===== config.mk =====
export PLATFORM = sky130hd
export DESIGN_NAME = pump_tacho_and_temp_speed_ctrl_top
export DESIGN_NICKNAME = d
export VERILOG_FILES = /design/src/rtl/ptsc_pkg.sv /design/src/rtl/pump_tacho_and_temp_speed_ctrl_top.sv
export SDC_FILE = /design/constraint.sdc
export NUM_CORES = 2
export LEC_CHECK = 0
export BUFFER_PORTS_ARGS = -buffer_cell sky130_fd_sc_hd__clkbuf_2
export CORE_UTILIZATION = 55
export DETAILED_ROUTE_END_ITERATION = 8
export GPL_TIMING_DRIVEN = 0
export PLACE_DENSITY = 0.71
export REMOVE_ABC_BUFFERS = 1
export SLEW_MARGIN = 15
export SYNTH_ARGS = -nofsm -noshare
export SYNTH_HDL_FRONTEND = slang
export SYNTH_SLANG_ARGS = --single-unit

===== constraint.sdc =====
create_clock -name clk_i -period 14.4 [get_ports clk_i]
set_input_delay 4.32 -clock clk_i [delete_from_list [all_inputs] [get_ports clk_i]]
set_output_delay 4.32 -clock clk_i [all_outputs]
set_load 0.01 [all_outputs]

===== src/rtl/ptsc_pkg.sv =====
// ptsc_pkg: types and fixed constants for the pump tacho and speed curve block
// depends on nothing; imported by pump_tacho_and_temp_speed_ctrl_top
`default_nettype none

package ptsc_pkg;

  localparam int unsigned MIN_PERIOD = 1000;
  localparam logic [4:0]  IDLE_LIMIT = 5'd30;
  localparam logic [4:0]  IDLE_MAX   = 5'd31;
  localparam logic [6:0]  PCT_FULL   = 7'd100;
  localparam logic [15:0] PERIOD_MAX = 16'hffff;
  localparam logic [12:0] DEG_SCALE  = 13'd100;

  // drive = pct * 4095 / 100, division by reciprocal multiply
  localparam logic [11:0] DAC_FULL   = 12'hfff;
  localparam logic [19:0] RECIP_100  = 20'd671089;
  localparam int unsigned RECIP_SH   = 26;

  localparam int unsigned DIV_STEPS  = 12;
  localparam int unsigned CNT_W      = $clog2(DIV_STEPS);

  typedef enum logic [1:0] {
    CFG_SPEED_LOW  = 2'd0,
    CFG_SPEED_HIGH = 2'd1,
    CFG_TEMP_LOW   = 2'd2,
    CFG_TEMP_HIGH  = 2'd3
  } cfg_idx_e;

  typedef enum logic [4:0] {
    S_IDLE = 5'b00001,
    S_PREP = 5'b00010,
    S_LOAD = 5'b00100,
    S_DIV  = 5'b01000,
    S_OUT  = 5'b10000
  } state_e;

  typedef enum logic [1:0] {
    SEG_LOW,
    SEG_HIGH,
    SEG_MID
  } seg_e;

  function automatic logic [11:0] pct_to_drive(input logic [6:0] pct);
    logic [18:0] scaled;
    logic [38:0] prod;
    begin
      scaled = 19'(pct) * 19'(DAC_FULL);
      prod   = 39'(scaled) * 39'(RECIP_100);
      pct_to_drive = prod[RECIP_SH +: 12];
    end
  endfunction

endpackage

`default_nettype wire


===== src/rtl/pump_tacho_and_temp_speed_ctrl_top.sv =====
// pump_tacho_and_temp_speed_ctrl_top: tach period and stall tracking, temperature speed curve
// depends on ptsc_pkg
//
//   channel  direction  handshake                 payload
//   in       sink       in_valid_i / in_stall_o   capture_value_i, water_temp_i
//   out      source     out_valid_o / out_stall_i pump_drive_o, speed_percent_o,
//                                                 tach_period_o, stalled_o
//   cfg      sink       cfg_we_i                  cfg_idx_i, cfg_data_i
//
// one transaction at a time: the next input is accepted only after the result is
// taken; a temperature between the breakpoints runs the shared restoring divider,
// 12 steps each for percent and drive, one clamped to a breakpoint skips it
// a stalled output holds the result and keeps the input stalled
// reset restores the register defaults and clears the tach state, no clearing pass
`default_nettype none

module pump_tacho_and_temp_speed_ctrl_top
  import ptsc_pkg::*;
#(
  parameter int unsigned TIMER_BITS = 16
) (
  input  wire logic               clk_i,
  input  wire logic               rst_ni,
  input  wire logic               cfg_we_i,
  input  wire logic [1:0]         cfg_idx_i,
  input  wire logic [6:0]         cfg_data_i,
  input  wire logic               in_valid_i,
  output logic                    in_stall_o,
  input  wire logic [15:0]        capture_value_i,
  input  wire logic signed [14:0] water_temp_i,
  output logic                    out_valid_o,
  input  wire logic               out_stall_i,
  output logic [11:0]             pump_drive_o,
  output logic [6:0]              speed_percent_o,
  output logic [15:0]             tach_period_o,
  output logic                    stalled_o
);

  localparam int unsigned CW = (TIMER_BITS < 16) ? TIMER_BITS : 16;
  localparam int unsigned DW = (TIMER_BITS > 17) ? TIMER_BITS : 17;
  localparam logic [DW-1:0] TMASK = {DW{1'b1}} >> (DW - TIMER_BITS);

  state_e state_q, state_d;

  logic [6:0] spd_lo_q, spd_hi_q;
  logic [5:0] tmp_lo_q, tmp_hi_q;

  logic [CW-1:0] last_cap_q;
  logic [4:0]    idle_q;
  logic [15:0]   period_q;
  logic          stall_q;

  logic signed [14:0] temp_q;
  seg_e        seg_q;
  logic [12:0] dt_q, span_q;
  logic [6:0]  pl_q, ph_q;
  logic [11:0] dl_q, dh_q;
  logic [24:0] rem_q, ds_q;
  logic [11:0] quo_q;
  logic [CNT_W-1:0] cnt_q;
  logic        drv_phase_q;

  logic [11:0] drive_q;
  logic [6:0]  pct_q;
  logic [15:0] period_out_q;
  logic        stalled_out_q;

  logic in_acc, out_acc;
  assign in_acc  = in_valid_i && !in_stall_o;
  assign out_acc = out_valid_o && !out_stall_i;

  // configuration
  always_ff @(posedge clk_i or negedge rst_ni) begin
    if (!rst_ni) begin
      spd_lo_q <= 7'd30;
      spd_hi_q <= 7'd95;
      tmp_lo_q <= 6'd25;
      tmp_hi_q <= 6'd40;
    end else if (cfg_we_i) begin
      case (cfg_idx_e'(cfg_idx_i))
        CFG_SPEED_LOW:  spd_lo_q <= cfg_data_i;
        CFG_SPEED_HIGH: spd_hi_q <= cfg_data_i;
        CFG_TEMP_LOW:   tmp_lo_q <= cfg_data_i[5:0];
        CFG_TEMP_HIGH:  tmp_hi_q <= cfg_data_i[5:0];
        default: ;
      endcase
    end
  end

  // tach period and stall tracking
  logic [CW-1:0] cap_m;
  logic          tach_edge, period_ok;
  logic [DW-1:0] diff;
  logic [15:0]   period_sat, period_d;
  logic [4:0]    idle_d;
  logic          stall_d;

  always_comb begin
    cap_m      = capture_value_i[CW-1:0];
    tach_edge  = cap_m != last_cap_q;
    diff       = (DW'(cap_m) - DW'(last_cap_q)) & TMASK;
    period_sat = (diff > DW'(PERIOD_MAX)) ? PERIOD_MAX : diff[15:0];
    period_ok  = tach_edge && (diff > DW'(MIN_PERIOD)) && (idle_q < IDLE_LIMIT);
    period_d   = period_ok ? period_sat : period_q;
    if (tach_edge) begin
      idle_d = 5'd1;
    end else if (idle_q < IDLE_MAX) begin
      idle_d = idle_q + 5'd1;
    end else begin
      idle_d = idle_q;
    end
    stall_d = (period_ok ? 1'b0 : stall_q) | (idle_d > IDLE_LIMIT);
  end

  always_ff @(posedge clk_i or negedge rst_ni) begin
    if (!rst_ni) begin
      last_cap_q <= '0;
      idle_q     <= '0;
      period_q   <= '0;
      stall_q    <= 1'b0;
    end else if (in_acc) begin
      if (tach_edge) begin
        last_cap_q <= cap_m;
      end
      idle_q   <= idle_d;
      period_q <= period_d;
      stall_q  <= stall_d;
    end
  end

  // breakpoints and endpoints
  logic [12:0] tl, th;
  logic signed [15:0] temp16, tl16, th16, dt16;
  logic [6:0]  pl, ph;

  always_comb begin
    tl     = 13'(tmp_lo_q) * DEG_SCALE;
    th     = 13'(tmp_hi_q) * DEG_SCALE;
    temp16 = {temp_q[14], temp_q};
    tl16   = $signed({3'b000, tl});
    th16   = $signed({3'b000, th});
    dt16   = temp16 - tl16;
    pl     = (spd_lo_q > PCT_FULL) ? PCT_FULL : spd_lo_q;
    ph     = (spd_hi_q > PCT_FULL) ? PCT_FULL : spd_hi_q;
  end

  // shared multiplier and divider step
  logic        mul_drv, pct_neg, drv_neg, div_ge, div_last;
  logic [6:0]  pct_mag;
  logic [11:0] drv_mag, mul_a, quo_fin;
  logic [24:0] product;

  always_comb begin
    pct_neg  = ph_q < pl_q;
    drv_neg  = dh_q < dl_q;
    pct_mag  = pct_neg ? (pl_q - ph_q) : (ph_q - pl_q);
    drv_mag  = drv_neg ? (dl_q - dh_q) : (dh_q - dl_q);
    mul_drv  = state_q == S_DIV;
    mul_a    = mul_drv ? drv_mag : {5'b00000, pct_mag};
    product  = {13'b0, mul_a} * {12'b0, dt_q};
    div_ge   = rem_q >= ds_q;
    div_last = cnt_q == CNT_W'(DIV_STEPS - 1);
    quo_fin  = {quo_q[10:0], div_ge};
  end

  // sequencer
  always_comb begin
    state_d = state_q;
    case (state_q)
      S_IDLE: if (in_valid_i) state_d = S_PREP;
      S_PREP: state_d = S_LOAD;
      S_LOAD: state_d = (seg_q == SEG_MID) ? S_DIV : S_OUT;
      S_DIV:  if (div_last && drv_phase_q) state_d = S_OUT;
      S_OUT:  if (!out_stall_i) state_d = S_IDLE;
      default: state_d = S_IDLE;
    endcase
  end

  always_ff @(posedge clk_i or negedge rst_ni) begin
    if (!rst_ni) begin
      state_q     <= S_IDLE;
      cnt_q       <= '0;
      drv_phase_q <= 1'b0;
    end else begin
      state_q <= state_d;
      if (state_q == S_LOAD) begin
        cnt_q       <= '0;
        drv_phase_q <= 1'b0;
      end else if (state_q == S_DIV) begin
        if (div_last) begin
          cnt_q       <= '0;
          drv_phase_q <= 1'b1;
        end else begin
          cnt_q <= cnt_q + CNT_W'(1);
        end
      end
    end
  end

  // datapath
  always_ff @(posedge clk_i) begin
    case (state_q)
      S_IDLE: begin
        if (in_acc) begin
          temp_q        <= water_temp_i;
          period_out_q  <= stall_d ? 16'd0 : period_d;
          stalled_out_q <= stall_d;
        end
      end
      S_PREP: begin
        if (temp16 <= tl16) begin
          seg_q <= SEG_LOW;
        end else if (temp16 >= th16) begin
          seg_q <= SEG_HIGH;
        end else begin
          seg_q <= SEG_MID;
        end
        dt_q   <= dt16[12:0];
        span_q <= th - tl;
        pl_q   <= pl;
        ph_q   <= ph;
        dl_q   <= pct_to_drive(pl);
        dh_q   <= pct_to_drive(ph);
      end
      S_LOAD: begin
        if (seg_q == SEG_LOW) begin
          pct_q   <= pl_q;
          drive_q <= dl_q;
        end else if (seg_q == SEG_HIGH) begin
          pct_q   <= ph_q;
          drive_q <= dh_q;
        end
        rem_q <= product;
        ds_q  <= {1'b0, span_q, 11'b0};
        quo_q <= '0;
      end
      S_DIV: begin
        if (div_last) begin
          if (drv_phase_q) begin
            drive_q <= drv_neg ? (dl_q - quo_fin) : (dl_q + quo_fin);
          end else begin
            pct_q <= pct_neg ? (pl_q - quo_fin[6:0]) : (pl_q + quo_fin[6:0]);
            rem_q <= product;
            ds_q  <= {1'b0, span_q, 11'b0};
            quo_q <= '0;
          end
        end else begin
          rem_q <= div_ge ? (rem_q - ds_q) : rem_q;
          ds_q  <= ds_q >> 1;
          quo_q <= quo_fin;
        end
      end
      default: ;
    endcase
  end

  assign in_stall_o      = state_q != S_IDLE;
  assign out_valid_o     = state_q == S_OUT;
  assign pump_drive_o    = drive_q;
  assign speed_percent_o = pct_q;
  assign tach_period_o   = period_out_q;
  assign stalled_o       = stalled_out_q;

  a_busy_after_accept: assert property (@(posedge clk_i) disable iff (!rst_ni)
    in_acc |=> in_stall_o)
    else $error("input not stalled after a transaction");

  a_drop_after_out: assert property (@(posedge clk_i) disable iff (!rst_ni)
    out_acc |=> !out_valid_o)
    else $error("result offered twice");

  a_stalled_period: assert property (@(posedge clk_i) disable iff (!rst_ni)
    (out_valid_o && stalled_o) |-> (tach_period_o == 16'd0))
    else $error("period shown while stalled");

  a_pct_range: assert property (@(posedge clk_i) disable iff (!rst_ni)
    out_valid_o |-> (speed_percent_o <= PCT_FULL))
    else $error("speed percent above full scale");

  a_div_count: assert property (@(posedge clk_i) disable iff (!rst_ni)
    (state_q == S_DIV) |-> (cnt_q < CNT_W'(DIV_STEPS)))
    else $error("divider step count out of range");

endmodule

`default_nettype wire

==> results.json <==
{
  "cp.depth": 37,
  "critPathSlowestCell": "xnor2_1",
  "max_freq_mhz": 80.7,
  "synth_edf_count": 175,
  "yosysMostFrequentCell": "inv_1",
  "min_path_type": "flop to flop",
  "globalRoute.totalOverflow": 0,
  "crit_type": "flop to flop",
  "worstSetupStartpoint": "spd_lo_q[3]",
  "avgSynthCellArea_um2": 9.64,
  "path_max_fanout": 8,
  "reg2reg_to": "dl_q[11]",
  "fp.dieH_um": 258,
  "wl_per_cell_um": 16.8,
  "async_reset_ff_share_pct": 29.7,
  "clkTransAtPathRegs_ps": 60,
  "vias": 25100,
  "cp.required_ps": 14740,
  "finalMaxSlewViolations": 0,
  "cts_sinks": 249,
  "start_util_pct": 55.7,
  "drt_first_pass_iters": 5,
  "clk_latency_ps": 590,
  "synth_largest_area_cell": "fa_1",
  "ys_warn_count": 0,
  "via_per_inst": 5.38,
  "crit_path_end_kind": "flop",
  "cts_root_buffer": "clkbuf_16",
  "finalSetupViolCount": 0,
  "fin_worst_skew_ps": 19.0,
  "synth_seq_cells": 249,
  "period_needed_ps": 12390,
  "rr_startpoint": "spd_lo_q[3]",
  "n_antenna_cell": 0,
  "cts_hold_buf": 0,
  "synth_area_um2": 36000,
  "ios": 83,
  "slew_headroom_pct": 17.0,
  "cpLargestDelayFamily": "adder cells",
  "cts_tree": "done",
  "core_region_area_um2": 64600,
  "holdWs_ps": 448,
  "area_delta_synth_final_pct": 7.35,
  "r2r_slack_ps": 2010,
  "setup_tns_ps": 0,
  "drive_gt1_share_pct": 6.61,
  "crit_top_cell": "fa_1",
  "synth-main-ff-cell": "edfxtp_1",
  "io_buffer_count": 82,
  "grt_usage_pct": 24.5,
  "worstSetupEndpoint": "dl_q[11]",
  "finalHoldViolCount": 0,
  "fin_nets": 4872,
  "clk_path_buf_depth": 3,
  "wirelength_mm": 78.6,
  "ys_types": 80,
  "nFillCells": 5498,
  "synth-seq-area-share_pct": 19.8,
  "remaining_drc_errors": 0,
  "die_x_um": 258,
  "path_buf_inv": 7,
  "cts_made_buffers": 29,
  "drtAntennaViolNets": 0,
  "drv_cap": 0,
  "yosysTopAreaCellShare_pct": 22.7,
  "die_area_um2": 66400,
  "reg2reg_depth": 37,
  "drt_iter0_drc": 1059,
  "rsz0062_at_grt": "no",
  "rows": 93,
  "dpl.hpwl_mm": 65.1,
  "antenna_found_initial": 2,
  "status": "finished clean",
  "synth_cells": 3733,
  "final_area_um2": 38600,
  "dpl_cell_area_um2": 37500,
  "grt_pass1_wl_mm": 132,
  "postCtsResizedCells": 0,
  "post-route-period-util_pct": 86.0,
  "grt_pass1_vias": 26600,
  "tightest_slew_ps": 1240,
  "cpPeakStageDelay_ps": 870,
  "gp_congestion": 0.889,
  "grt_max_degree": 50,
  "netlist_top_cells_area": "fa_1 (23%), ha_1 (22%), edfxtp_1 (15%), inv_1 (8.4%), dfrtp_1 (4.0%)",
  "postCtsSetupBuffers": 0,
  "start_kind": "flop",
  "synth_common_cells": "inv_1 (809), ha_1 (632), fa_1 (408)",
  "htreeDepth": 1,
  "cp.arrival_ps": 12720
}
==> layout by cell type (no fill, tap or decap), types with 24 or more instances in the layout <==
cell type,instances
a21o_1,78
a21oi_1,130
and2_1,45
and3_1,27
clkbuf_16,29
clkbuf_2,81
dfrtp_1,58
edfxtp_1,175
fa_1,408
ha_1,632
inv_1,808
mux2_2,34
nand2_1,266
nand2b_1,26
nand3_1,72
nor2_1,161
nor2b_1,28
nor3_1,36
o21a_1,24
o21ai_0,160
o21bai_1,28
xnor2_1,116
xor2_1,56
==> how the worst min path moves through the flow <==
stage / start / end / slack [ps] / depth (start not counted)
after floorplan: temp_q[0] / dt_q[0] / 430 / 0
after global placement: temp_q[0] / dt_q[0] / 430 / 0
after detailed placement: temp_q[0] / dt_q[0] / 430 / 0
after CTS: temp_q[0] / dt_q[0] / 450 / 0
after global routing: temp_q[0] / dt_q[0] / 460 / 0
final: temp_q[0] / dt_q[0] / 450 / 0
==> per-layer routing <==
layer / vias up / track usage, % / wire length, um
met3: 107 / 2.79 / 3100
met5: - / 0 / 9
met4: 2 / 7.12 / 2180
met2: 447 / 43.5 / 39000
met1: 12200 / 31.5 / 34200
li1: 12300 / - / -
==> sequential cells by signal, summed over array words and instances, names as in the netlist, 6 cells and up <==
| signal | count |
|---|---|
| ds_q | 24 |
| quo_q | 11 |
| ph_q | 7 |
| last_cap_q | 16 |
| speed_percent_o | 7 |
| pl_q | 7 |
| tmp_lo_q | 6 |
| rem_q | 25 |
| spd_hi_q | 7 |
| dh_q | 12 |
| tach_period_o | 16 |
| pump_drive_o | 12 |
| span_q | 11 |
| dl_q | 12 |
| temp_q | 15 |
| tmp_hi_q | 6 |
| period_q | 16 |
| spd_lo_q | 7 |
| dt_q | 13 |
==> area by class of cell <==
class / count / area (um2) / area share, %
inverters: 809 / 3040 / 7.86
multi-input cells: 2602 / 25700 / 66.4
repair buffers: 96 / 632 / 1.64
flip-flops and latches: 249 / 7130 / 18.5
clock inverters: 18 / 284 / 0.735
well taps: 855 / 1070 / 2.77
clock buffers: 36 / 812 / 2.10
==> cell families after synthesis <==
| kind of cell | share of synthesized area (%) |
|---|---|
| buffers and inverters | 9.24 |
| xor gates and xnor gates | 4.31 |
| AOI/OAI and AO/OA | 9.98 |
| and+or+nand+nor | 10.2 |
| muxes | 1.76 |
| DFF | 19.8 |
| adders and majority gates | 44.7 |
==> through the flow <==
stage,utilization (%),worst slack (ps),instances
after global routing,59.8,1270,4665
after global placement,57.5,1920,4597
after detailed placement,58.1,1980,4611
after CTS,59.8,1900,4665
after floorplan,-,4370,3660
final,59.8,2010,4665
Power is not shown: default switching activity piles up to over one toggle a cycle in this logic, so the estimate is an artifact.
